===== config.mk =====
export PLATFORM = sky130hd
export DESIGN_NAME = dhd_sbuf
export DESIGN_NICKNAME = d
export VERILOG_FILES = /design/src/sv/dhd_sbuf.sv
export SDC_FILE = /design/constraint.sdc
export NUM_CORES = 2
export LEC_CHECK = 0
export BUFFER_PORTS_ARGS = -buffer_cell sky130_fd_sc_hd__buf_4
export CAP_MARGIN = 25
export CELL_PAD_IN_SITES_DETAIL_PLACEMENT = 0
export CELL_PAD_IN_SITES_GLOBAL_PLACEMENT = 1
export CORE_ASPECT_RATIO = 1.5
export CORE_MARGIN = 2
export CORE_UTILIZATION = 56
export DETAILED_ROUTE_END_ITERATION = 6
export GPL_ROUTABILITY_DRIVEN = 0
export HOLD_SLACK_MARGIN = 0.06
export PLACE_DENSITY_LB_ADDON = 0.05
export SYNTH_ARGS = -nofsm -noshare
export SYNTH_HDL_FRONTEND = slang
export SYNTH_SLANG_ARGS = --single-unit

===== constraint.sdc =====
create_clock -name clk_i -period 16.02 [get_ports clk_i]
set_input_delay 2.403 -clock clk_i [delete_from_list [all_inputs] [get_ports clk_i]]
set_output_delay 2.403 -clock clk_i [all_outputs]
set_load 0.005 [all_outputs]

===== src/sv/dhd_sbuf.sv =====
// two-bank slice buffer, one write and one registered read port
module dhd_sbuf #(
  parameter int VB = 64,
  parameter int AW = 5
) (
  input  logic          clk_i,
  input  logic          wr_en_i,
  input  logic [AW:0]   wr_addr_i,
  input  logic [VB-1:0] wr_data_i,
  input  logic          rd_en_i,
  input  logic [AW:0]   rd_addr_i,
  output logic [VB-1:0] rd_data_o
);

  logic [VB-1:0] mem [2**(AW+1)];
  logic [VB-1:0] rd_data_q;

  always_ff @(posedge clk_i) begin
    if (wr_en_i) begin
      mem[wr_addr_i] <= wr_data_i;
    end
  end

  // read data holds until the next read
  always_ff @(posedge clk_i) begin
    if (rd_en_i) begin
      rd_data_q <= mem[rd_addr_i];
    end
  end

  assign rd_data_o = rd_data_q;

endmodule


==> impl_results.md <==
* Outcome: finished clean
* Switching part of the total power at 20.7%
* Sequential group share of total power at a little under three fifths
* Number of cells after detailed placement at 10,300
* Syn_area_per_cell at 23.8 um2
* Main combinational cell family by area after synthesis: multiplexers
* Highest clock rate at 164 MHz
* Netlist area before placement at between 150,000 and 200,000 um2
* Count of distinct cell types in the synthesized netlist at 32
* Number of antenna violations at the first check in global routing at 23
* Number of cells on the worst reg-to-reg path at 5
* Count of instances resized after the clock tree is built at 0
* Maximum number of pins on one net before global-route repair at roughly 130
* Clk slew on worst S/H paths at about 60 ps
* Static power due to leakage at 54.5 nW
* Min Tclk post-route at ~6000 ps
* Die boundary height at 652 um
* Commonest non-fill, non-tap cell in the layout: edfxtp_1
* Via count of the first global-routing pass at ~77,000
* Slew Viols, Final at 0
* Data required time of the critical path at roughly 17,000 ps
* RSZ-0062 raised after global routing: no
* Kind of end point of the critical path: flop
* Nets at 7,054
* Global-route wire length before repair at around 610,000 um
* Critical R2R Launch: mem[63][31]$_DFFE_PP_
* Share of the clock period used by the worst path at 38.1%
* Compound-Gate Fraction of Synth Area at 2.47%
* Start point of the critical path: rd_addr_i[0]
* Number of failing hold endpoints at the final stage at 0
* Proportion of power drawn by combinational gates at 4.6%
* Post-synthesis share of cell area spent on and, or, nand and nor gates at 1.23%
* CP max-delay cell: buf_4
* Post-route worst setup slack at 9920 ps
* Most frequent cell on the critical path: buf_4
* Setup Crit Path Kind: in2reg
* Synth Area in XOR/XNOR at 0%
* Root cell of the clock tree: clkbuf_16
* Final antenna-violating net count at 0
* HPWL reported at the end of detailed placement at 236,000 um
* Input/output buffers at 142
* Die width at 436 um
* Overall fraction of global-route tracks in use at 31.0%
* Worst-path maximum fanout at just under 90
* Total routed wirelength at roughly 440,000 um
* Reg-to-reg slack, setup at 13,820 ps
* Least-Margin Pin Slew at 1190 ps
* Cells along the critical path: buf_16, buf_4, buf_12, buf_4, mux4_2, mux2i_1, o22ai_1, a41oi_1, a211oi_1
* Total of flip-flops plus latches after synthesis at 4,160
* Total global routing overflow at 0
* Max capacitance violation total at 0
* Cell-internal power at 17.5 mW
* Worst Setup Slack post-DPL at about 8800 ps
* Hold Crit Depth at 4
* Worst hold path class: reg2reg
* Cell Count, Final, Fillers Out at roughly 11,000
* Layout area overhead at 11.9%
* Pwr Density at roughly 130 nW/um2
* Most frequent cells in the layout: edfxtp_1, mux4_2, clkbuf_16
* Insertion delay of the later-clocked pin in the worst-skew pair at 920 ps
* Number of CTS-inserted buffers at ~380
* Worst IR Drop VDD at 110 uV
* Detailed-router iteration count before antenna repair at 6
* Routed via count at about 76,000
* Setup total negative slack at 0 ps
* Fraction of layout instances using a drive strength above 1 at 27.7%
* Number of instances in the synthesized netlist at roughly 6,600
* CTS tree: built
* Synth Warn # at 0
* Via density per instance at between 6 and 7
* Clock network fraction of total power at a little over 40%
* Switching power of the nets at 4.57 mW
* Largest stage delay on the critical path at 780 ps
* Worst hold slack at 911 ps
* Num ports at 143
* Buffer count from post-CTS setup fixing at 0
* Min-delay src: mem[38][46]$_DFFE_PP_
* Number of setup violations in the final report at 0
* Clk buf depth at 4
* Type of origin of the critical path: input port
* Final routed wire length divided by cell count at 39.8 um
* Die Outline Area at 285,000 um2
* Synth Area in Adders at 0%
* End of the worst register-to-register path: rd_data_o[31]$_DFFE_PP_
* Fraction of synthesized area in multiplexers at 15.6%
* Worst endpoint data arrival time at 6670 ps
* Max transition margin at 20.9%
* Number of buffers added to fix hold violations after cts at 0
* DRC violation count after routing at 0
* Number of design-rule violations left by the first detailed-router iteration at ~9,300
* Worst hold path endpoint: rd_data_o[46]$_DFFE_PP_
* Placeable Area at 280,000 um2
* Sink Count at roughly 4,200
* Final worst clock skew at 28.7 ps
* Number of H-tree levels at 5
* Initial Util at 56.1%
* Synth Net Count at 6,677
* Count of standard-cell rows at between 200 and 250
* Seq/Total Area, Yosys at 79.6%
==> metrics by stage <==
step / util [%] / power, mW / cell area (um2)
after global placement: 58.4 / 13.3 / 163000
final: 62.8 / 22.0 / 176000
after CTS: 62.7 / 22.1 / 175000
after floorplan: - / 12.9 / 157000
after global routing: 62.8 / 22.6 / 176000
after detailed placement: 58.5 / 13.4 / 164000
==> power groups by stage <==
| stage | Clock (mW) | Combinational (mW) | Sequential (mW) |
|---|---|---|---|
| after detailed placement | 0 | 1.02 | 12.3 |
| after floorplan | 0 | 0.562 | 12.3 |
| after global placement | 0 | 0.998 | 12.3 |
| after CTS | 9.01 | 1.02 | 12.1 |
| final | 8.90 | 1.01 | 12.1 |
| after global routing | 9.40 | 1.07 | 12.1 |
==> cell usage after synthesis (all sizes together) <==
master	number	area [um2]
nor2	112	420
clkbuf	140	526
nand2b	11	68.8
inv	19	71.3
a41oi	26	228
nand3b	2	15.0
mux2i	135	1350
nand4b	1	8.76
o221ai	38	333
a31o	1	8.76
mux4	1024	23100
buf	230	1250
a22oi	168	1260
nor2b	28	175
or3b	1	8.76
a211oi	63	473
nor3	2	10.0
a2bb2oi	19	166
and2	3	18.8
a31oi	18	113
edfxtp	4160	125000
nand2	58	218
nand3	45	225
nand4	2	12.5
o22ai	83	519
a22o	88	771
or3	29	181
and3	64	400
or2	28	175
==> logic make-up (layout without fill, tap and decap cells) <==
group | count (synthesis) | after routing
other | 0 | 15
flip-flops | 4160 | 4160
AND/OR/NAND/NOR | 386 | 386
buffers and inverters | 389 | 1056
AO/OA/AOI/OAI | 504 | 504
multiplexers | 1159 | 1159
==> per-layer routing <==
layer | wire length, um | track usage [%] | vias up
met5 | 47 | 0 | -
met2 | 229000 | 53.6 | 3541
met3 | 31800 | 4.13 | 744
met4 | 15100 | 10.2 | 8
met1 | 162000 | 41.2 | 42000
li1 | - | - | 29300
==> worst max-delay path, delay by kind of cell <==
family,cells,cell delay [ps]
buffers and inverters,4,2570
multiplexers,2,770
AO/OA/AOI/OAI,3,630
==> sequential cells by signal, summed over array words and instances (netlist names) <==
signal,count
mem,4096
rd_data_o,64
==> worst max path at each step <==
stage | depth (start not counted) | to
final | 9 | rd_data_o[9]$_DFFE_PP_
after global routing | 9 | rd_data_o[9]$_DFFE_PP_
after detailed placement | 9 | rd_data_o[42]$_DFFE_PP_
after floorplan | 4 | mem[48][0]$_DFFE_PP_
after global placement | 9 | rd_data_o[42]$_DFFE_PP_
after CTS | 9 | rd_data_o[42]$_DFFE_PP_
==> cell type report <==
| class | count | area [um2] |
|---|---|---|
| Timing Repair Buffer | 366 | 3230 |
| Multi-Input combinational cell | 2049 | 30800 |
| Sequential cell | 4160 | 125000 |
| Antenna cell | 15 | 37.5 |
| Clock inverter | 210 | 1870 |
| Inverter | 19 | 71.3 |
| Tap cell | 3720 | 4650 |
| Fill cell | 18700 | 104000 |
| Clock buffer | 461 | 10100 |
(Power assumes the default switching activity.)
