`src/sv/dhd_pkg.sv`:
```
// shared types and constants of the diagonal to hacked diagonal compactor
package dhd_pkg;

  localparam int VALUE_W    = 64;
  localparam int OFFSET_W   = 17;
  localparam int POS_W      = 26;
  localparam int SLOT_W     = 21;
  localparam int HEIGHT_W   = 22;
  localparam int ROW_W      = 6;
  localparam int ROWCFG_W   = 17;
  localparam int DIAGCFG_W  = 11;
  localparam int CFG_IDX_W  = 1;
  localparam int CFG_DATA_W = 17;

  localparam logic [CFG_IDX_W-1:0] CFG_ROW_COUNT  = 1'b0;
  localparam logic [CFG_IDX_W-1:0] CFG_DIAG_COUNT = 1'b1;

  localparam logic KIND_VALUE  = 1'b0;
  localparam logic KIND_MARKER = 1'b1;

  // one closed slice handed from front to back
  typedef struct packed {
    logic                       keep;
    logic                       bank;
    logic [HEIGHT_W-1:0]        slot;
    logic signed [OFFSET_W-1:0] offset;
    logic [ROW_W-1:0]           rows;
    logic                       hack_end;
    logic [HEIGHT_W-1:0]        height;
  } dhd_cmd_t;

  // bank handed back once drained
  typedef struct packed {
    logic valid;
    logic bank;
  } dhd_rel_t;

  typedef enum logic [1:0] {
    BK_IDLE,
    BK_ROWS,
    BK_MARK
  } bk_state_e;

  // zero acts as one, anything above the bound saturates
  function automatic logic [31:0] sat_count(logic [31:0] v, logic [31:0] hi);
    logic [31:0] r;
    r = v;
    if (r == 32'd0) r = 32'd1;
    if (r > hi) r = hi;
    return r;
  endfunction

endpackage

```
`src/sv/dhd_cmdq.sv`:
```
// short first-word-fall-through queue of slice commands
module dhd_cmdq (
  input  logic              clk_i,
  input  logic              rst_ni,
  input  logic              push_i,
  input  dhd_pkg::dhd_cmd_t cmd_i,
  output logic              full_o,
  input  logic              pop_i,
  output logic              valid_o,
  output dhd_pkg::dhd_cmd_t cmd_o
);
  import dhd_pkg::*;

  localparam int DEPTH = 4;
  localparam int PW    = $clog2(DEPTH);

  dhd_cmd_t      slots_q [DEPTH];
  logic [PW-1:0] wr_ptr_q, wr_ptr_d;
  logic [PW-1:0] rd_ptr_q, rd_ptr_d;
  logic [PW:0]   count_q, count_d;
  logic          do_push, do_pop;

  assign full_o  = (count_q == (PW+1)'(DEPTH));
  assign valid_o = (count_q != '0);
  assign cmd_o   = slots_q[rd_ptr_q];
  assign do_push = push_i && !full_o;
  assign do_pop  = pop_i && valid_o;

  always_comb begin
    wr_ptr_d = do_push ? wr_ptr_q + 1'b1 : wr_ptr_q;
    rd_ptr_d = do_pop  ? rd_ptr_q + 1'b1 : rd_ptr_q;
    count_d  = count_q;
    if (do_push && !do_pop) count_d = count_q + 1'b1;
    if (do_pop && !do_push) count_d = count_q - 1'b1;
  end

  always_ff @(posedge clk_i or negedge rst_ni) begin
    if (!rst_ni) begin
      wr_ptr_q <= '0;
      rd_ptr_q <= '0;
      count_q  <= '0;
    end else begin
      wr_ptr_q <= wr_ptr_d;
      rd_ptr_q <= rd_ptr_d;
      count_q  <= count_d;
    end
  end

  always_ff @(posedge clk_i) begin
    if (do_push) begin
      slots_q[wr_ptr_q] <= cmd_i;
    end
  end

endmodule

```
`config.mk`:
```
export PLATFORM = sky130hd
export DESIGN_NAME = dhd_cmdq
export DESIGN_NICKNAME = d
export VERILOG_FILES = /design/src/sv/dhd_pkg.sv /design/src/sv/dhd_cmdq.sv
export SDC_FILE = /design/constraint.sdc
export NUM_CORES = 1
export LEC_CHECK = 0
export BUFFER_PORTS_ARGS = -buffer_cell sky130_fd_sc_hd__buf_2
export CELL_PAD_IN_SITES_DETAIL_PLACEMENT = 0
export CELL_PAD_IN_SITES_GLOBAL_PLACEMENT = 1
export CORE_MARGIN = 3
export CORE_UTILIZATION = 45
export CTS_CLUSTER_SIZE = 28
export DETAILED_ROUTE_END_ITERATION = 6
export PLACE_DENSITY = 0.85
export SLEW_MARGIN = 20
export SYNTH_ARGS = -nofsm -noshare
export SYNTH_HDL_FRONTEND = slang
export SYNTH_SLANG_ARGS = --single-unit
```
`constraint.sdc`:
```
create_clock -name clk_i -period 1.97 [get_ports clk_i]
set_input_delay 0.197 -clock clk_i [delete_from_list [all_inputs] [get_ports clk_i]]
set_output_delay 0.197 -clock clk_i [all_outputs]
set_load 0.02 [all_outputs]
```
==> flow_summary.json <==
{
  "vias_per_cell": 5.18,
  "hold_violations": 0,
  "synth-xor-area-share": 0.00500,
  "fillers": 1512,
  "rows": 55,
  "hold_path.class": "input port to asynchronous set/reset pin",
  "synthArstFlopShare": 0.0244,
  "fmax_mhz": 446,
  "antenna_found_initial": 0,
  "seq_power_share": 0.368,
  "max-slew-margin-rel": 0.685,
  "synth-edff-count": 280,
  "grt_pass1_vias": 5772,
  "fp.dieArea_um2": 25200,
  "syn_to_final_growth_pct": 35.7,
  "synthAdderAreaFrac": 0.00786,
  "synth_area_um2": 10500,
  "tightest_slew_ns": 0.472,
  "n_antenna_cell": 0,
  "synth_nets": 484,
  "h-tree-depth": 1,
  "drt_iter0_markers": 270,
  "numCtsBuffers": 29,
  "clkLatencyLatePin_ns": 0.52,
  "intPower_w": 0.0160,
  "cts_root_buf": "clkbuf_16",
  "die_y_um": 159,
  "hpwl_um": 10800,
  "vias": 5170,
  "grt_start_max_net_pins": 71,
  "grtUsageTotal": 0.168,
  "grt_overflow_total": 0,
  "ir_drop_uv": 949,
  "wirelength_um": 21200,
  "p_sw_frac": 0.298,
  "boundaryPins": 146,
  "clockPowerShare": 0.232,
  "synth_cells": 404,
  "yosys_register_bits": 287,
  "drv_cap": 0,
  "cp-end-kind": "output pin",
  "yosysTopAreaCell": "edfxtp_1",
  "drc": 0,
  "cts_buffer_depth": 3,
  "rsz0062_at_grt": "true",
  "post_dp_cell_area_um2": 11800,
  "cts_sinks": 287,
  "synthMuxAreaShare": 0.152,
  "yosysWarnings": 0,
  "synthTopCellsByCount": "280 x edfxtp_1, 70 x mux4_2, 7 x buf_4, 7 x dfrtp_1, 7 x inv_1",
  "initial_core_util": 0.461,
  "cp.arrival_ns": 2.05,
  "firstDrtPassIters": 4,
  "synth_area_per_cell_um2": 26.0,
  "synth_top_family_by_area": "multiplexers",
  "grt_pass1_wl_um": 33000,
  "nets": 747,
  "status": "finished with violations",
  "cts_tree": "yes",
  "gp_congestion": 0.706,
  "cp-start-kind": "flop",
  "synth_compound_area_frac": 0.000952,
  "ys_types": 20,
  "critPathKind": "flop to output pin",
  "critical_path_required_ns": 1.77,
  "clk_pin_slew_ns": 0.06,
  "fin_skew_ns": 0.00862,
  "synth_area_leaders": "edfxtp_1 80%, mux4_2 15%, dfrtp_1 1.7%",
  "cp_max_fo": 8,
  "fin_crit_sh": 1.14,
  "die_w_um": 159,
  "violations": "setup timing",
  "p_sw_w": 0.00678,
  "setup_viol": 70,
  "synth-simple-area-share": 0.00619,
  "drv_slew": 0,
  "power_density_nw_per_um2": 1600,
  "antenna_left": 0,
  "fin_ws_ns": -0.273,
  "core_um2": 22800,
  "worst_hold_slack_ns": 0.0380,
  "final_layout_size_suffix_gt1_frac": 0.437,
  "finalSetupTns_ns": -16.68,
  "port_buffers": 145,
  "yosys.area.top_type_share": 0.800,
  "final.min_clock_period_ns": 2.24,
  "p_comb_frac": 0.400,
  "post-synth-top-count-cell": "edfxtp_1",
  "wl_per_cell_um": 21.2,
  "finalInstanceArea_um2": 14300,
  "synth_top_flop_cell": "edfxtp_1",
  "power.leakage_nw": 5.00,
  "ys_seq_area_frac": 0.817
}
layout by cell type (no fill, tap or decap), drive strengths merged:
cell type      n
bufinv         4
o31a           1
fa             1
dlygate4sd3   71
clkbuf        38
mux2           1
and3           4
edfxtp       280
nor2           1
buf          174
mux4          70
clkinv        10
clkinvlp       1
inv            7
and2           1
xnor2          3
or3            1
nand2          1
xor2           3
mux2i          1
dfrtp          7
or3b           1
ha             5
power groups by stage:
| stage | registers [W] | clock network, W | logic (W) |
|---|---|---|---|
| 6_report | 0.00838 | 0.00528 | 0.00912 |
| 5_1_grt | 0.00847 | 0.00565 | 0.00963 |
| 4_1_cts | 0.00838 | 0.00541 | 0.00857 |
| 3_5_place_dp | 0.00850 | 0 | 0.00669 |
| 3_3_place_gp | 0.00841 | 0 | 0.00658 |
| 2_1_floorplan | 0.00839 | 0 | 0.00449 |
per-stage QoR:
stage	util	total power (W)	cells	worst slack, ns
2_1_floorplan	-	0.0129	404	-0.0252
3_3_place_gp	0.519	0.0150	862	0.0159
3_5_place_dp	0.519	0.0152	862	-0.0216
4_1_cts	0.616	0.0224	996	-0.314
5_1_grt	0.626	0.0238	999	-0.340
6_report	0.626	0.0228	999	-0.273
metal layers:
metal | vias up | global-route usage | part of all wire
met4 | 0 | 0.0478 | 0.024
li1 | 2254 | - | -
met3 | 36 | 0.0321 | 0.052
met2 | 159 | 0.303 | 0.54
met5 | - | 0 | 0
met1 | 2721 | 0.207 | 0.38
worst max-delay path, stage by stage (launching register included):
cell and delay, ns:
dfrtp_4 0.51, buf_12 0.14, buf_12 0.13, buf_16 0.15
mux4_2 0.44, buf_6 0.15
state kept, by name (all words and copies together), names as in the netlist:
register and flops:
count_q 3, rd_ptr_q 2, slots_q 280, wr_ptr_q 2
worst paths after layout:
| kind | end | start | slack [ns] | cells past startpoint |
|---|---|---|---|---|
| max | cmd_o[49] | rd_ptr_q[0] | -0.27 | 5 |
| min | count_q[1] | rst_ni | 0.04 | 2 |
| max reg2reg | count_q[2] | count_q[0] | 0.01 | 9 |
| min reg2reg | count_q[2] | count_q[2] | 0.57 | 2 |
| max in group asynchronous | rd_ptr_q[1] | rst_ni | 1.75 | 2 |
| min in group clk_i | rd_ptr_q[0] | pop_i | 0.04 | 3 |
layout make-up:
class,count,area [um^2],share of cell area
clock buffers,35,748,0.0524
repair buffers,248,2500,0.175
clock inverters,15,170,0.0119
well taps,313,392,0.0275
flip-flops and latches,287,8590,0.602
multi-input cells,94,1840,0.129
inverters,7,26.3,0.00184
cells by family (layout without fill, tap and decap cells):
kind of cell,count (synthesis),count (layout)
AO/OA/AOI/OAI,1,1
AND/OR/NAND/NOR,9,9
XOR/XNOR,6,6
flip-flops,287,287
multiplexers,72,72
buffers and inverters,23,305
adder cells (fa/ha/maj),6,6
timing repair:
action	4_1_cts	5_1_grt
hold buffers	71	0
endpoints found under the hold margin	287	0
endpoints found under the setup margin	71	71
gates cloned	7	3
setup buffers	6	0
pin swaps	4	0
gates resized for setup	95	55
(Power assumes the default switching activity.)
