### src/sv/dhd_pkg.sv
// shared types and constants of the diagonal to hacked diagonal compactor
package dhd_pkg;

  localparam int VALUE_W    = 64;
  localparam int OFFSET_W   = 17;
  localparam int POS_W      = 26;
  localparam int SLOT_W     = 21;
  localparam int HEIGHT_W   = 22;
  localparam int ROW_W      = 6;
  localparam int ROWCFG_W   = 17;
  localparam int DIAGCFG_W  = 11;
  localparam int CFG_IDX_W  = 1;
  localparam int CFG_DATA_W = 17;

  localparam logic [CFG_IDX_W-1:0] CFG_ROW_COUNT  = 1'b0;
  localparam logic [CFG_IDX_W-1:0] CFG_DIAG_COUNT = 1'b1;

  localparam logic KIND_VALUE  = 1'b0;
  localparam logic KIND_MARKER = 1'b1;

  // one closed slice handed from front to back
  typedef struct packed {
    logic                       keep;
    logic                       bank;
    logic [HEIGHT_W-1:0]        slot;
    logic signed [OFFSET_W-1:0] offset;
    logic [ROW_W-1:0]           rows;
    logic                       hack_end;
    logic [HEIGHT_W-1:0]        height;
  } dhd_cmd_t;

  // bank handed back once drained
  typedef struct packed {
    logic valid;
    logic bank;
  } dhd_rel_t;

  typedef enum logic [1:0] {
    BK_IDLE,
    BK_ROWS,
    BK_MARK
  } bk_state_e;

  // zero acts as one, anything above the bound saturates
  function automatic logic [31:0] sat_count(logic [31:0] v, logic [31:0] hi);
    logic [31:0] r;
    r = v;
    if (r == 32'd0) r = 32'd1;
    if (r > hi) r = hi;
    return r;
  endfunction

endpackage

### src/sv/dhd_intf.sv


interface dhd_out_if;
  import dhd_pkg::*;
  logic                       valid;
  logic                       ready;
  logic                       item_kind;
  logic [VALUE_W-1:0]         out_value;
  logic [POS_W-1:0]           out_position;
  logic [SLOT_W-1:0]          out_slot;
  logic signed [OFFSET_W-1:0] out_diag_offset;
  logic [HEIGHT_W-1:0]        running_height;
  logic                       last;
  modport source (output valid, item_kind, out_value, out_position, out_slot,
                  out_diag_offset, running_height, last, input ready);
  modport sink   (input valid, item_kind, out_value, out_position, out_slot,
                  out_diag_offset, running_height, last, output ready);
endinterface

### src/sv/dhd_back.sv
// back end: streams kept slices and end of hack markers
module dhd_back #(
  parameter int HACK_SIZE = 32,
  parameter int VB        = 64,
  parameter int AW        = 5
) (
  input  logic              clk_i,
  input  logic              rst_ni,
  input  logic              cmd_valid_i,
  input  dhd_pkg::dhd_cmd_t cmd_i,
  output logic              pop_o,
  output dhd_pkg::dhd_rel_t rel_o,
  output logic              rd_en_o,
  output logic [AW:0]       rd_addr_o,
  input  logic [VB-1:0]     rd_data_i,
  dhd_out_if.source         out_o
);
  import dhd_pkg::*;

  bk_state_e                  state_q, state_d;
  logic [ROW_W-1:0]           row_q, row_d;
  logic [POS_W-1:0]           pos_q, pos_d;

  logic                       o_valid_q, o_valid_d;
  logic                       o_kind_q;
  logic [POS_W-1:0]           o_pos_q;
  logic [SLOT_W-1:0]          o_slot_q;
  logic signed [OFFSET_W-1:0] o_off_q;
  logic [HEIGHT_W-1:0]        o_height_q;
  logic                       o_last_q;

  logic                       adv, issue_row, issue_mark, last_row;

  assign adv      = !o_valid_q || out_o.ready;
  assign last_row = (row_q == cmd_i.rows - 1'b1);

  // next state
  always_comb begin
    state_d = state_q;
    unique case (state_q)
      BK_IDLE: if (cmd_valid_i) state_d = cmd_i.keep ? BK_ROWS : BK_MARK;
      BK_ROWS: if (adv && last_row) state_d = cmd_i.hack_end ? BK_MARK : BK_IDLE;
      BK_MARK: if (adv) state_d = BK_IDLE;
      default: state_d = BK_IDLE;
    endcase
  end

  // outputs of the sequencer
  always_comb begin
    issue_row  = 1'b0;
    issue_mark = 1'b0;
    unique case (state_q)
      BK_ROWS: issue_row  = adv;
      BK_MARK: issue_mark = adv;
      default: ;
    endcase
  end

  assign pop_o     = (issue_row && last_row && !cmd_i.hack_end) || issue_mark;
  assign rel_o.valid = pop_o && cmd_i.keep;
  assign rel_o.bank  = cmd_i.bank;
  assign rd_en_o   = issue_row;
  assign rd_addr_o = {cmd_i.bank, row_q[AW-1:0]};

  always_comb begin
    row_d = row_q;
    pos_d = pos_q;
    if (state_q == BK_IDLE) begin
      row_d = '0;
      pos_d = POS_W'(cmd_i.slot) * POS_W'(HACK_SIZE);
    end else if (issue_row) begin
      row_d = row_q + 1'b1;
      pos_d = pos_q + 1'b1;
    end
  end

  assign o_valid_d = (issue_row || issue_mark) ? 1'b1 :
                     (out_o.ready ? 1'b0 : o_valid_q);

  always_ff @(posedge clk_i or negedge rst_ni) begin
    if (!rst_ni) begin
      state_q   <= BK_IDLE;
      o_valid_q <= 1'b0;
    end else begin
      state_q   <= state_d;
      o_valid_q <= o_valid_d;
    end
  end

  always_ff @(posedge clk_i) begin
    row_q <= row_d;
    pos_q <= pos_d;
    if (issue_row) begin
      o_kind_q   <= KIND_VALUE;
      o_pos_q    <= pos_q;
      o_slot_q   <= cmd_i.slot[SLOT_W-1:0];
      o_off_q    <= cmd_i.offset;
      o_height_q <= cmd_i.slot + 1'b1;
      o_last_q   <= last_row && !cmd_i.hack_end;
    end else if (issue_mark) begin
      o_kind_q   <= KIND_MARKER;
      o_pos_q    <= '0;
      o_slot_q   <= '0;
      o_off_q    <= '0;
      o_height_q <= cmd_i.height;
      o_last_q   <= 1'b1;
    end
  end

  assign out_o.valid           = o_valid_q;
  assign out_o.item_kind       = o_kind_q;
  assign out_o.out_value       = (o_kind_q == KIND_VALUE) ? VALUE_W'(rd_data_i) : '0;
  assign out_o.out_position    = o_pos_q;
  assign out_o.out_slot        = o_slot_q;
  assign out_o.out_diag_offset = o_off_q;
  assign out_o.running_height  = o_height_q;
  assign out_o.last            = o_last_q;

endmodule

### src/flat_wrapper.sv
// flat-port wrapper written by rule: the top's interface ports become plain ports
module dhd_back_flat import dhd_pkg::*;
#(
  parameter int HACK_SIZE = 32,
  parameter int VB        = 64,
  parameter int AW        = 5
)
  (clk_i, rst_ni, cmd_valid_i, cmd_i, pop_o, rel_o, rd_en_o, rd_addr_o, rd_data_i, out_o_valid, out_o_item_kind, out_o_out_value, out_o_out_position, out_o_out_slot, out_o_out_diag_offset, out_o_running_height, out_o_last, out_o_ready);
  dhd_out_if out_o_i ();
  input  logic clk_i;
  input  logic rst_ni;
  input  logic cmd_valid_i;
  input  dhd_pkg::dhd_cmd_t cmd_i;
  output logic pop_o;
  output dhd_pkg::dhd_rel_t rel_o;
  output logic rd_en_o;
  output logic [AW:0] rd_addr_o;
  input  logic [VB-1:0] rd_data_i;
  output wire logic [$bits(out_o_i.valid)-1:0] out_o_valid;
  output wire logic [$bits(out_o_i.item_kind)-1:0] out_o_item_kind;
  output wire logic [$bits(out_o_i.out_value)-1:0] out_o_out_value;
  output wire logic [$bits(out_o_i.out_position)-1:0] out_o_out_position;
  output wire logic [$bits(out_o_i.out_slot)-1:0] out_o_out_slot;
  output wire logic [$bits(out_o_i.out_diag_offset)-1:0] out_o_out_diag_offset;
  output wire logic [$bits(out_o_i.running_height)-1:0] out_o_running_height;
  output wire logic [$bits(out_o_i.last)-1:0] out_o_last;
  input wire logic [$bits(out_o_i.ready)-1:0] out_o_ready;
  assign out_o_valid = out_o_i.valid;
  assign out_o_item_kind = out_o_i.item_kind;
  assign out_o_out_value = out_o_i.out_value;
  assign out_o_out_position = out_o_i.out_position;
  assign out_o_out_slot = out_o_i.out_slot;
  assign out_o_out_diag_offset = out_o_i.out_diag_offset;
  assign out_o_running_height = out_o_i.running_height;
  assign out_o_last = out_o_i.last;
  assign out_o_i.ready = out_o_ready;
  dhd_back #(.HACK_SIZE(HACK_SIZE), .VB(VB), .AW(AW)) u_core (.clk_i(clk_i), .rst_ni(rst_ni), .cmd_valid_i(cmd_valid_i), .cmd_i(cmd_i), .pop_o(pop_o), .rel_o(rel_o), .rd_en_o(rd_en_o), .rd_addr_o(rd_addr_o), .rd_data_i(rd_data_i), .out_o(out_o_i));
endmodule
### config.mk
export PLATFORM = sky130hd
export DESIGN_NAME = dhd_back_flat
export DESIGN_NICKNAME = d
export VERILOG_FILES = /design/src/sv/dhd_pkg.sv /design/src/sv/dhd_intf.sv /design/src/sv/dhd_back.sv /design/src/flat_wrapper.sv
export SDC_FILE = /design/constraint.sdc
export NUM_CORES = 1
export LEC_CHECK = 0
export BUFFER_PORTS_ARGS = -buffer_cell sky130_fd_sc_hd__buf_2
export CAP_MARGIN = 20
export CORE_MARGIN = 10
export CORE_UTILIZATION = 50
export DETAILED_ROUTE_END_ITERATION = 8
export PLACE_DENSITY = 0.85
export SYNTH_ARGS = -nofsm -noshare
export SYNTH_HDL_FRONTEND = slang
export SYNTH_SLANG_ARGS = --single-unit
### constraint.sdc
create_clock -name clk_i -period 8.15 [get_ports clk_i]
set_clock_uncertainty 0.2 [all_clocks]
set_input_delay 1.2225 -clock clk_i [delete_from_list [all_inputs] [get_ports clk_i]]
set_output_delay 1.2225 -clock clk_i [all_outputs]
set_load 0.05 [all_outputs]
==> flow_metrics.py <==
metrics = {
    "run_status": {
        "status": "completed",
    },
    "run": {
        "max_cap_viol_count": 0,
    },
    "detailed_routing": {
        "drt_drc_violations_left": 0,
        "drt_wl_total_um": 18830,
        "vias": 5253,
        "wl_per_cell_um": 18.21,
        "firstDrtPassIters": 5,
        "via_per_inst": 5.080,
        "antenna_left": 0,
        "drtIter0Drc": 473,
    },
    "floorplan": {
        "row_count": 40,
        "ioPinCount": 301,
        "die-width_um": 131.6,
        "core_area_um2": 12110,
        "die_h_um": 131.6,
        "die_area_um2": 17320,
        "start_util_pct": 51.43,
    },
    "finish": {
        "stdcell_count": 1034,
        "drive_gt1_share_pct": 41.22,
        "fill_cells": 896,
        "fin_nets": 995,
        "antennaDiodeCount": 0,
        "area_delta_synth_final_pct": 34.85,
        "final_core_util_pct": 69.35,
    },
    "synth": {
        "ys_top_cells_by_count": "108 x edfxtp_1, 66 x nor2b_1, 64 x nand2_1",
        "synth_area_leader_cell": "edfxtp_1",
        "syn-num-nets": 708,
        "synth_edf_count": 108,
        "ys_types": 46,
        "ys_async_sr_fraction_pct": 2.439,
        "synth_top_cell_area_share_pct": 52.07,
        "netlist_area_um2": 6228,
        "yosysMostFrequentCell": "edfxtp_1",
        "ys_ff_latch": 123,
        "synth_cells": 566,
        "ys_seq_area_share_pct": 57.13,
        "synth_area_leaders": "edfxtp_1 52%, nor2b_1 6.6%, and2_1 5.9%, xor2_1 4.6%, dfxtp_1 3.9%",
        "yosysWarnings": 0,
        "postSynthAreaPerCell_um2": 11.00,
        "synth_flop_cell": "edfxtp_1",
    },
    "timing": {
        "rsz0062_at_grt": "no",
        "slew_violations": 0,
        "fmax_mhz": 221.0,
        "setup_tns_ns": 0,
        "final.period_utilization_pct": 55.52,
        "hold_violations": 0,
        "setup_viol_count_final": 0,
        "tightest_slew_ns": 0.7289,
        "period_needed_ns": 4.525,
        "slew_headroom_pct": 51.40,
    },
    "setup_path": {
        "path_class": "in2out",
        "crit_chain": "buf_2 -> nand2b_1 -> nand2b_2 -> buf_4 -> inv_2 -> buf_4 -> o2111ai_1 -> o21ai_0 -> buf_2",
        "worst_ep_arrival_time_ns": 3.10,
        "crit_path_max_fanout": 75,
        "worst-r2r-cell-count": 7,
        "worst-path-stages": 9,
        "crit_family": "buffers and inverters",
        "path_buf_inv": 5,
        "cpPeakStageDelay_ns": 0.54,
        "startpoint_type": "input pin",
        "end_kind": "output pin",
        "crit_path_top_delay_cell": "buf_4",
        "crit_required_ns": 6.73,
    },
    "power": {
        "p_per_area_nw_per_um2": 416.4,
        "peakVddDrop_mv": 0.1790,
        "power_leakage_nw": 3.676,
    },
    "clock_network": {
        "clock_latency_ns": 0.41,
        "numCtsBuffers": 17,
        "cts_max_path_buffers": 2,
        "path_clk_slew_ns": 0.05,
        "cts_tree": "done",
        "cts-root-buf": "clkbuf_16",
        "cts_hold_buf": 0,
        "cts_resized": 0,
        "postCtsSetupBuffers": 0,
        "cts.sinks": 123,
        "htreeDepth": 4,
    },
    "global_routing": {
        "grt_max_degree": 88,
        "antenna_found_initial": 0,
        "gr-usage-all-layers_pct": 20.51,
        "grt_first_pass_wirelength_um": 28520,
        "overflow": 0,
        "grt_pass1_vias": 5166,
    },
    "placement": {
        "dp_hpwl_um": 14040,
        "dp_cells": 1000,
        "io_buffer_count": 297,
        "place.gp.congestion": 0.8610,
    },
    "worst_hold_path": {
        "hp-class": "reg2reg",
        "min_path_cells": 2,
    },
}
-- tightest hold or removal path: stages (launching register included) --
cell and delay [ns]:
dfxtp_1 0.34, nand2_1 0.06, a21oi_1 0.05
-- per-stage QoR --
| stage | instance area (µm²) | setup slack [ns] | hold slack [ns] | power [W] |
|---|---|---|---|---|
| after floorplan | 6228 | 3.319 | 0.2620 | 0.002418 |
| after global placement | 7777 | 3.600 | 0.2878 | 0.002744 |
| after detailed placement | 7777 | 3.578 | 0.2992 | 0.002780 |
| after CTS | 8352 | 3.581 | 0.3068 | 0.003509 |
| after global routing | 8399 | 3.467 | 0.3290 | 0.003649 |
| final | 8399 | 3.625 | 0.2988 | 0.003498 |
-- flip-flops by register name (all words and copies together) (netlist names) --
signal / flops
u_core.state_q: 2
u_core.pos_q: 26
u_core.out_o.item_kind: 1
u_core.out_o.out_position: 26
u_core.out_o.valid: 1
u_core.row_q: 6
u_core.out_o.out_slot: 21
u_core.out_o.running_height: 22
u_core.out_o.last: 1
u_core.out_o.out_diag_offset: 17
-- report_power, final --
group	leakage, nW	internal [W]	total, W	switching [W]
clock	0.275	0.000449	0.000723	0.000275
combinational	2.18	0.000352	0.00158	0.00123
sequential	1.22	0.00105	0.00119	0.000136
-- cells in the final DEF, fill, tap and decap left out, types with 4 or more instances in the layout --
| cell type | netlist | layout |
|---|---|---|
| nor3_1 | 10 | 10 |
| edfxtp_1 | 108 | 108 |
| and2_1 | 59 | 59 |
| nor2b_1 | 66 | 66 |
| nand4_1 | 14 | 14 |
| dfxtp_1 | 12 | 11 |
| o21ai_2 | 4 | 4 |
| o21ai_0 | 27 | 27 |
| a21oi_1 | 6 | 5 |
| clkbuf_16 | 0 | 17 |
| nand2_1 | 64 | 63 |
| o21ai_1 | 10 | 10 |
| nand3_1 | 20 | 20 |
| inv_1 | 8 | 8 |
| buf_4 | 8 | 4 |
| xnor2_1 | 20 | 20 |
| a221o_1 | 4 | 4 |
| xor2_1 | 33 | 33 |
| buf_2 | 5 | 297 |
| nor2_1 | 28 | 27 |
| ha_1 | 4 | 4 |
-- kinds of logic after synthesis --
| group | Yosys count | share of synthesized area, % |
|---|---|---|
| AOI/OAI and AO/OA | 56 | 5.263 |
| xor gates and xnor gates | 53 | 7.453 |
| adders and majority gates | 4 | 0.8036 |
| DFF | 123 | 57.13 |
| muxes | 1 | 0.1808 |
| and+or+nand+nor | 285 | 25.53 |
| buffers and inverters | 44 | 3.636 |
-- path summary, 6_finish.rpt --
kind / startpoint / to / slack (ns)
max: out_o_ready / rel_o[1] / 3.63
min: u_core.pos_q[1] / u_core.pos_q[1] / 0.30
max reg2reg: u_core.state_q[1] / u_core.pos_q[24] / 5.41
min reg2reg: u_core.pos_q[1] / u_core.pos_q[1] / 0.30
max in group asynchronous: rst_ni / u_core.state_q[1] / 7.24
min in group asynchronous: rst_ni / u_core.out_o.valid / 0.40
-- metal layers --
layer  vias to the layer above  routed length [µm]  GRT usage (%)
met1                      2457                7328          23.79
met4                         0                 237          5.748
li1                       2516                   -              -
met5                         -                   0              0
met3                        21                1615          6.860
met2                       259                9651          35.29
-- area by class of cell --
type                            instances  area [µm²]  area share (%)
Multi-Input combinational cell        399        2457           29.26
Timing Repair Buffer                  303        1564           18.62
Tap cell                              168       210.2           2.503
Clock buffer                           17       425.4           5.065
Sequential cell                       123        3560           42.38
Clock inverter                         15       148.9           1.773
Inverter                                9       33.78          0.4022
Note: power is estimated with default switching activity, not from simulation.
