<file path="src/sv/dhd_pkg.sv">
// shared types and constants of the diagonal to hacked diagonal compactor
package dhd_pkg;

  localparam int VALUE_W    = 64;
  localparam int OFFSET_W   = 17;
  localparam int POS_W      = 26;
  localparam int SLOT_W     = 21;
  localparam int HEIGHT_W   = 22;
  localparam int ROW_W      = 6;
  localparam int ROWCFG_W   = 17;
  localparam int DIAGCFG_W  = 11;
  localparam int CFG_IDX_W  = 1;
  localparam int CFG_DATA_W = 17;

  localparam logic [CFG_IDX_W-1:0] CFG_ROW_COUNT  = 1'b0;
  localparam logic [CFG_IDX_W-1:0] CFG_DIAG_COUNT = 1'b1;

  localparam logic KIND_VALUE  = 1'b0;
  localparam logic KIND_MARKER = 1'b1;

  // one closed slice handed from front to back
  typedef struct packed {
    logic                       keep;
    logic                       bank;
    logic [HEIGHT_W-1:0]        slot;
    logic signed [OFFSET_W-1:0] offset;
    logic [ROW_W-1:0]           rows;
    logic                       hack_end;
    logic [HEIGHT_W-1:0]        height;
  } dhd_cmd_t;

  // bank handed back once drained
  typedef struct packed {
    logic valid;
    logic bank;
  } dhd_rel_t;

  typedef enum logic [1:0] {
    BK_IDLE,
    BK_ROWS,
    BK_MARK
  } bk_state_e;

  // zero acts as one, anything above the bound saturates
  function automatic logic [31:0] sat_count(logic [31:0] v, logic [31:0] hi);
    logic [31:0] r;
    r = v;
    if (r == 32'd0) r = 32'd1;
    if (r > hi) r = hi;
    return r;
  endfunction

endpackage

</file>
<file path="src/sv/dhd_intf.sv">
// request channel interfaces for elements in and results out
interface dhd_in_if;
  import dhd_pkg::*;
  logic                       valid;
  logic                       ready;
  logic [VALUE_W-1:0]         elem_value;
  logic signed [OFFSET_W-1:0] diag_offset;
  modport source (output valid, elem_value, diag_offset, input ready);
  modport sink   (input valid, elem_value, diag_offset, output ready);
endinterface


</file>
<file path="src/sv/dhd_front.sv">
// front end: takes elements, fills the slice buffer, closes slices
module dhd_front #(
  parameter int HACK_SIZE     = 32,
  parameter int VB            = 64,
  parameter int MAX_ROWS      = 65536,
  parameter int MAX_DIAGONALS = 1024,
  parameter int AW            = 5
) (
  input  logic                             clk_i,
  input  logic                             rst_ni,
  input  logic                             cfg_we_i,
  input  logic [dhd_pkg::CFG_IDX_W-1:0]    cfg_idx_i,
  input  logic [dhd_pkg::CFG_DATA_W-1:0]   cfg_data_i,
  dhd_in_if.sink                           in_i,
  output logic                             wr_en_o,
  output logic [AW:0]                      wr_addr_o,
  output logic [VB-1:0]                    wr_data_o,
  output logic                             push_o,
  output dhd_pkg::dhd_cmd_t                cmd_o,
  input  logic                             full_i,
  input  dhd_pkg::dhd_rel_t                rel_i
);
  import dhd_pkg::*;

  localparam int RW = $clog2(MAX_ROWS + 1);
  localparam int DW = $clog2(MAX_DIAGONALS + 1);

  logic [ROWCFG_W-1:0]  row_count_q;
  logic [DIAGCFG_W-1:0] diag_count_q;
  logic [RW-1:0]        rows_left_q, rows_left_d;
  logic [ROW_W-1:0]     row_q, row_d;
  logic [DW-1:0]        diag_q, diag_d;
  logic [HEIGHT_W-1:0]  kept_q, kept_d;
  logic                 nz_q, nz_d;
  logic                 bank_q, bank_d;
  logic [1:0]           busy_q, busy_d;

  logic [VB-1:0]        value;
  logic                 accept;
  logic [ROW_W-1:0]     slice_rows;
  logic [ROW_W:0]       row_nx;
  logic [DW:0]          diag_nx;
  logic [DW-1:0]        eff_diags;
  logic [RW-1:0]        eff_rows;
  logic                 close, keep, hack_end, last_hack;
  logic [HEIGHT_W-1:0]  kept_nx;

  assign value     = in_i.elem_value[VB-1:0];
  assign in_i.ready = !busy_q[bank_q] && !full_i;
  assign accept    = in_i.valid && in_i.ready;

  assign eff_rows  = RW'(sat_count(32'(row_count_q), 32'(MAX_ROWS)));
  assign eff_diags = DW'(sat_count(32'(diag_count_q), 32'(MAX_DIAGONALS)));

  assign slice_rows = (32'(rows_left_q) < 32'(HACK_SIZE)) ? ROW_W'(rows_left_q)
                                                         : ROW_W'(HACK_SIZE);
  assign row_nx    = {1'b0, row_q} + 1'b1;
  assign close     = (row_nx >= {1'b0, slice_rows});
  assign keep      = nz_q || (value != '0);
  assign kept_nx   = kept_q + HEIGHT_W'(keep);
  assign diag_nx   = {1'b0, diag_q} + 1'b1;
  assign hack_end  = (diag_nx >= {1'b0, eff_diags});
  assign last_hack = (32'(rows_left_q) <= 32'(HACK_SIZE));

  assign wr_en_o   = accept;
  assign wr_addr_o = {bank_q, row_q[AW-1:0]};
  assign wr_data_o = value;

  assign push_o          = accept && close && (keep || hack_end);
  assign cmd_o.keep      = keep;
  assign cmd_o.bank      = bank_q;
  assign cmd_o.slot      = kept_q;
  assign cmd_o.offset    = in_i.diag_offset;
  assign cmd_o.rows      = slice_rows;
  assign cmd_o.hack_end  = hack_end;
  assign cmd_o.height    = kept_nx;

  always_comb begin
    rows_left_d = rows_left_q;
    row_d       = row_q;
    diag_d      = diag_q;
    kept_d      = kept_q;
    nz_d        = nz_q;
    bank_d      = bank_q;
    busy_d      = busy_q;
    if (rel_i.valid) busy_d[rel_i.bank] = 1'b0;
    if (cfg_we_i) begin
      // a write restarts the traversal
      row_d  = '0;
      diag_d = '0;
      kept_d = '0;
      nz_d   = 1'b0;
      bank_d = 1'b0;
      if (cfg_idx_i == CFG_ROW_COUNT) begin
        rows_left_d = RW'(sat_count(32'(cfg_data_i), 32'(MAX_ROWS)));
      end else begin
        rows_left_d = eff_rows;
      end
    end else if (accept) begin
      if (!close) begin
        row_d = row_nx[ROW_W-1:0];
        nz_d  = keep;
      end else begin
        row_d  = '0;
        nz_d   = 1'b0;
        kept_d = kept_nx;
        if (keep) begin
          busy_d[bank_q] = 1'b1;
          bank_d         = !bank_q;
        end
        if (!hack_end) begin
          diag_d = diag_nx[DW-1:0];
        end else begin
          diag_d = '0;
          if (last_hack) begin
            rows_left_d = eff_rows;
            kept_d      = '0;
          end else begin
            rows_left_d = rows_left_q - RW'(HACK_SIZE);
          end
        end
      end
    end
  end

  always_ff @(posedge clk_i or negedge rst_ni) begin
    if (!rst_ni) begin
      row_count_q  <= ROWCFG_W'(1);
      diag_count_q <= DIAGCFG_W'(1);
      rows_left_q  <= RW'(1);
      row_q        <= '0;
      diag_q       <= '0;
      kept_q       <= '0;
      nz_q         <= 1'b0;
      bank_q       <= 1'b0;
      busy_q       <= '0;
    end else begin
      if (cfg_we_i) begin
        unique case (cfg_idx_i)
          CFG_ROW_COUNT:  row_count_q  <= cfg_data_i[ROWCFG_W-1:0];
          CFG_DIAG_COUNT: diag_count_q <= cfg_data_i[DIAGCFG_W-1:0];
          default: ;
        endcase
      end
      rows_left_q <= rows_left_d;
      row_q       <= row_d;
      diag_q      <= diag_d;
      kept_q      <= kept_d;
      nz_q        <= nz_d;
      bank_q      <= bank_d;
      busy_q      <= busy_d;
    end
  end

endmodule

</file>
<file path="src/flat_wrapper.sv">
// flat-port wrapper written by rule: the top's interface ports become plain ports
module dhd_front_flat import dhd_pkg::*;
#(
  parameter int HACK_SIZE     = 32,
  parameter int VB            = 64,
  parameter int MAX_ROWS      = 65536,
  parameter int MAX_DIAGONALS = 1024,
  parameter int AW            = 5
)
  (clk_i, rst_ni, cfg_we_i, cfg_idx_i, cfg_data_i, wr_en_o, wr_addr_o, wr_data_o, push_o, cmd_o, full_i, rel_i, in_i_valid, in_i_elem_value, in_i_diag_offset, in_i_ready);
  dhd_in_if in_i_i ();
  input  logic clk_i;
  input  logic rst_ni;
  input  logic cfg_we_i;
  input  logic [dhd_pkg::CFG_IDX_W-1:0] cfg_idx_i;
  input  logic [dhd_pkg::CFG_DATA_W-1:0] cfg_data_i;
  output logic wr_en_o;
  output logic [AW:0] wr_addr_o;
  output logic [VB-1:0] wr_data_o;
  output logic push_o;
  output dhd_pkg::dhd_cmd_t cmd_o;
  input  logic full_i;
  input  dhd_pkg::dhd_rel_t rel_i;
  input wire logic [$bits(in_i_i.valid)-1:0] in_i_valid;
  input wire logic [$bits(in_i_i.elem_value)-1:0] in_i_elem_value;
  input wire logic [$bits(in_i_i.diag_offset)-1:0] in_i_diag_offset;
  output wire logic [$bits(in_i_i.ready)-1:0] in_i_ready;
  assign in_i_i.valid = in_i_valid;
  assign in_i_i.elem_value = in_i_elem_value;
  assign in_i_i.diag_offset = in_i_diag_offset;
  assign in_i_ready = in_i_i.ready;
  dhd_front #(.HACK_SIZE(HACK_SIZE), .VB(VB), .MAX_ROWS(MAX_ROWS), .MAX_DIAGONALS(MAX_DIAGONALS), .AW(AW)) u_core (.clk_i(clk_i), .rst_ni(rst_ni), .cfg_we_i(cfg_we_i), .cfg_idx_i(cfg_idx_i), .cfg_data_i(cfg_data_i), .in_i(in_i_i), .wr_en_o(wr_en_o), .wr_addr_o(wr_addr_o), .wr_data_o(wr_data_o), .push_o(push_o), .cmd_o(cmd_o), .full_i(full_i), .rel_i(rel_i));
endmodule
</file>
<file path="config.mk">
export PLATFORM = sky130hd
export DESIGN_NAME = dhd_front_flat
export DESIGN_NICKNAME = d
export VERILOG_FILES = /design/src/sv/dhd_pkg.sv /design/src/sv/dhd_intf.sv /design/src/sv/dhd_front.sv /design/src/flat_wrapper.sv
export SDC_FILE = /design/constraint.sdc
export NUM_CORES = 1
export LEC_CHECK = 0
export ABC_AREA = 1
export BUFFER_PORTS_ARGS = -buffer_cell sky130_fd_sc_hd__buf_2
export CAP_MARGIN = 20
export CORE_UTILIZATION = 25
export CTS_CLUSTER_DIAMETER = 120
export DETAILED_ROUTE_END_ITERATION = 12
export GPL_ROUTABILITY_DRIVEN = 0
export MAX_ROUTING_LAYER = met4
export PLACE_DENSITY_LB_ADDON = 0.08
export SLEW_MARGIN = 20
export SYNTH_ARGS = -nofsm -noshare
export SYNTH_HDL_FRONTEND = slang
export SYNTH_SLANG_ARGS = --single-unit
</file>
<file path="constraint.sdc">
create_clock -name clk_i -period 6.6 [get_ports clk_i]
set_input_delay 0 -clock clk_i [delete_from_list [all_inputs] [get_ports clk_i]]
set_output_delay 0 -clock clk_i [all_outputs]
set_load 0.01 [all_outputs]
</file>
==> impl_metrics.yaml <==
clocking:
  ctsLongestPathBuffers: 2
  clock_latency_on_the_worst_skew_pair_ns: 0.35
  clk_pin_slew_ns: 0.07
  postCtsHoldBufs: 15
  post_cts_resize_count: 0
  tritoncts_num_sinks: 88
  ctsHtreeMaxLevel: 3
  clk_root_buffer_cell: "clkbuf_16"
  cts_tree: "yes"
  tritoncts.num_buffers: 9
  setup_repair_bufs_after_cts: 0
detailed_routing:
  detail_route.drc_violations: 0
  routed_wirelength_mm: 23.9
  antenna_violating_nets_post_route: 0
  detailedRoute.firstIterationViolations: 277
  via_count: 6188
  detail_route.wl_per_cell_um: 17.5
  vias_cell: 4.53
  drt_first_pass_iters: 4
cells_and_area:
  seqCellArea_mm2: 0.00221
  synthToLayoutAreaGrowth_pct: 17.3
  final_design_area_no_fill_mm2: 0.00770
  filler_cell_count: 2872
  n_antenna_cell: 0
  drive_gt1_frac: 0.267
  final_cell_count_no_fill: 1365
  num-nets-final: 1158
  finalCoreUtilization: 0.302
  multiInputGateArea_mm2: 0.00321
global_routing:
  vias_in_the_first_global_route: 5992
  gr-usage-all-layers: 0.181
  grt_max_degree: 56
  globalRouteOverflowTotal: 0
  antenna_found_initial: 2
  global_route_wire_length_before_repair_mm: 35.4
yosys:
  netlist.area_leader.share: 0.324
  postSynthCellCount: 898
  postSynthNetCount: 1026
  postSynth.asyncResetShare: 1.00
  synth_enable_flop_cells: 0
  synth.area.top_cells: "dfrtp_1 (32%), nand2_1 (12%), buf_4 (11%)"
  synthesis.area_mm2: 0.00656
  yosys.cell_types.count: 39
  yosys_warnings: 0
  yosysTopAreaCell: "dfrtp_1"
  postSynth.topFlopCell: "dfrtp_1"
  syn_avg_cell_area_um2: 7.31
  postSynthRegisterBits: 88
  synth_sequential_area_ratio: 0.336
die:
  fp.coreArea_mm2: 0.0255
  io_pins: 249
  die_outline_area_mm2: 0.0269
  dieWidth_um: 164
  start_util: 0.258
  floorplan.die.height_um: 164
  floorplan.rows: 58
worst_setup_path:
  cp_common_cell: "nor2_1"
  setup.worst_path.class: "register to register"
  critical-path-max-stage-delay_ns: 0.58
  timing.critical_path.max_delay_family: "simple AND/OR/NAND/NOR gates"
  crit_required_ns: 6.87
  timing.critical_path.cells: "nor2_1, nand2_1, nor2_1, nand4_1, nor2_1, inv_1, ha_1, nand2_1, nor2_1, nand4_1, nand4_1, nand2_2, nor2_2, nand2_2, o21ai_1"
  worst_path_max_delay_cell: "nor2_2"
  timing.critical_path.fanout_max: 15
  crit_buf_inv: 1
  worstPathArrival_ns: 3.72
  critPathLaunchType: "register"
  worstSetupEndpointType: "register"
sta:
  timing_worst_slew_pin_value_ns: 0.923
  finalHoldViolCount: 0
  worst_slew_margin_rel: 0.384
  finalSetupTns_ns: 0
  finalHoldWorstSlack_ns: 0.00000444
  fmax_mhz: 290
  finClkSkew_ns: 0.00739
  setup_viol: 0
  min_period_over_period: 0.522
  slew_violations: 0
  grt_setup_unrepaired: "no"
  period_needed_ns: 3.45
  timing.final.ws_setup_ns: 3.15
power:
  power_density_mw_per_mm2: 216
  p_int_mw: 1.04
  power.share.sequential: 0.400
  switching_share: 0.371
  pwr-share-clk: 0.309
  post-layout-total-power_mw: 1.66
  cellLeakagePower_nw: 4.16
  net-switching-power_mw: 0.616
  vdd_drop_max_mv: 0.119
  power.combinational.fraction: 0.291
worst_hold_path:
  worstHoldPathType: "input pin to output pin"
placed_design:
  numPortBuffers: 214
  pre_cts_ws_ns: 3.15
  post-place-cells: 1334
  place_area_mm2: 0.00726
  detailedPlacementHpwl_mm: 19.1
outcome:
  status: "completed"
flow_run:
  cap_violations: 0
flip-flops by register name (all words and copies together) (netlist names):
| name | cells |
|---|---|
| u_core.row_q | 6 |
| u_core.diag_q | 11 |
| u_core.bank_q | 1 |
| u_core.row_count_q | 17 |
| u_core.rows_left_q | 17 |
| u_core.nz_q | 1 |
| u_core.diag_count_q | 11 |
| u_core.busy_q | 2 |
| u_core.kept_q | 22 |
final timing paths:
| kind | start | end | slack, ns | depth (start not counted) |
|---|---|---|---|---|
| max in group asynchronous | rst_ni | u_core.rows_left_q[5] | 5.26 | 3 |
| min in group asynchronous | rst_ni | u_core.kept_q[21] | 0.16 | 2 |
| worst min register to register | u_core.rows_left_q[4] | u_core.rows_left_q[4] | 0.48 | 2 |
| worst max register to register | u_core.rows_left_q[9] | u_core.kept_q[9] | 3.15 | 15 |
| worst max-delay path | u_core.rows_left_q[9] | u_core.kept_q[9] | 3.15 | 15 |
| worst min-delay path | in_i_diag_offset[0] | cmd_o[29] | 0.000004 | 0 |
cells in the mapped netlist (2+ instances only):
library cell and number:
nor2_1 63, nor3_1 7, buf_6 3, inv_1 91, nor4_1 18, dfrtp_1 85
ha_1 22, nand3b_1 4, nor2_2 12, o21a_1 2, nor2_4 4, buf_4 95
inv_2 5, and3_1 2, o22ai_1 2, o21bai_1 3, nand4_1 19, nand3_1 100
a21oi_1 11, o21ai_0 40, nand4_2 2, or2_2 2, o211ai_1 2, clkbuf_1 7
nand2_2 5, nand3_2 5, dfstp_2 3, xor2_1 33, nand2_4 2, o21ai_1 17
buf_2 3, nand2_1 217, xnor2_1 6
power groups by stage:
stage	clock, mW	sequential, mW	combinational (mW)
after floorplan	0	0.654	0.355
after global placement	0	0.675	0.490
after detailed placement	0	0.675	0.481
after CTS	0.530	0.665	0.491
after global routing	0.547	0.675	0.545
final	0.512	0.664	0.483
area by class of cell:
type / instances / share of cell area
Multi-Input combinational cell: 605 / 0.417
Sequential cell: 88 / 0.286
Timing Repair Buffer: 230 / 0.160
Tap cell: 330 / 0.0536
Inverter: 96 / 0.0468
Clock buffer: 10 / 0.0310
Clock inverter: 6 / 0.00569
per-layer routing:
layer / track usage / up-vias / part of all wire
met1: 0.229 / 2865 / 0.45
li1: - / 3101 / -
met3: 0.0293 / 20 / 0.053
met2: 0.302 / 202 / 0.48
met4: 0.0425 / 0 / 0.015
met5: - / - / 0
cell families after synthesis:
| logic type | share of synthesized area |
|---|---|
| simple gates | 0.326 |
| xor+xnor | 0.0520 |
| fa+ha+maj | 0.0419 |
| flops | 0.336 |
| compound gates | 0.0682 |
| buf+inv | 0.176 |
placed cells by master, fill, tap and decap left out, drive strengths merged, types with 2 or more instances in the layout:
| cell type | count |
|---|---|
| nand2 | 224 |
| buf | 215 |
| nand3 | 106 |
| inv | 97 |
| dfrtp | 85 |
| nor2 | 79 |
| o21ai | 57 |
| xor2 | 33 |
| ha | 22 |
| nand4 | 21 |
| nor4 | 18 |
| dlygate4sd3 | 15 |
| a21oi | 11 |
| clkbuf | 10 |
| nor3 | 7 |
| xnor2 | 6 |
| nand3b | 4 |
| o21bai | 4 |
| clkinv | 4 |
| dfstp | 3 |
| or2 | 2 |
| and3 | 2 |
| o211ai | 2 |
| o21a | 2 |
| o22ai | 2 |
Power figures use the tool's default switching activity.
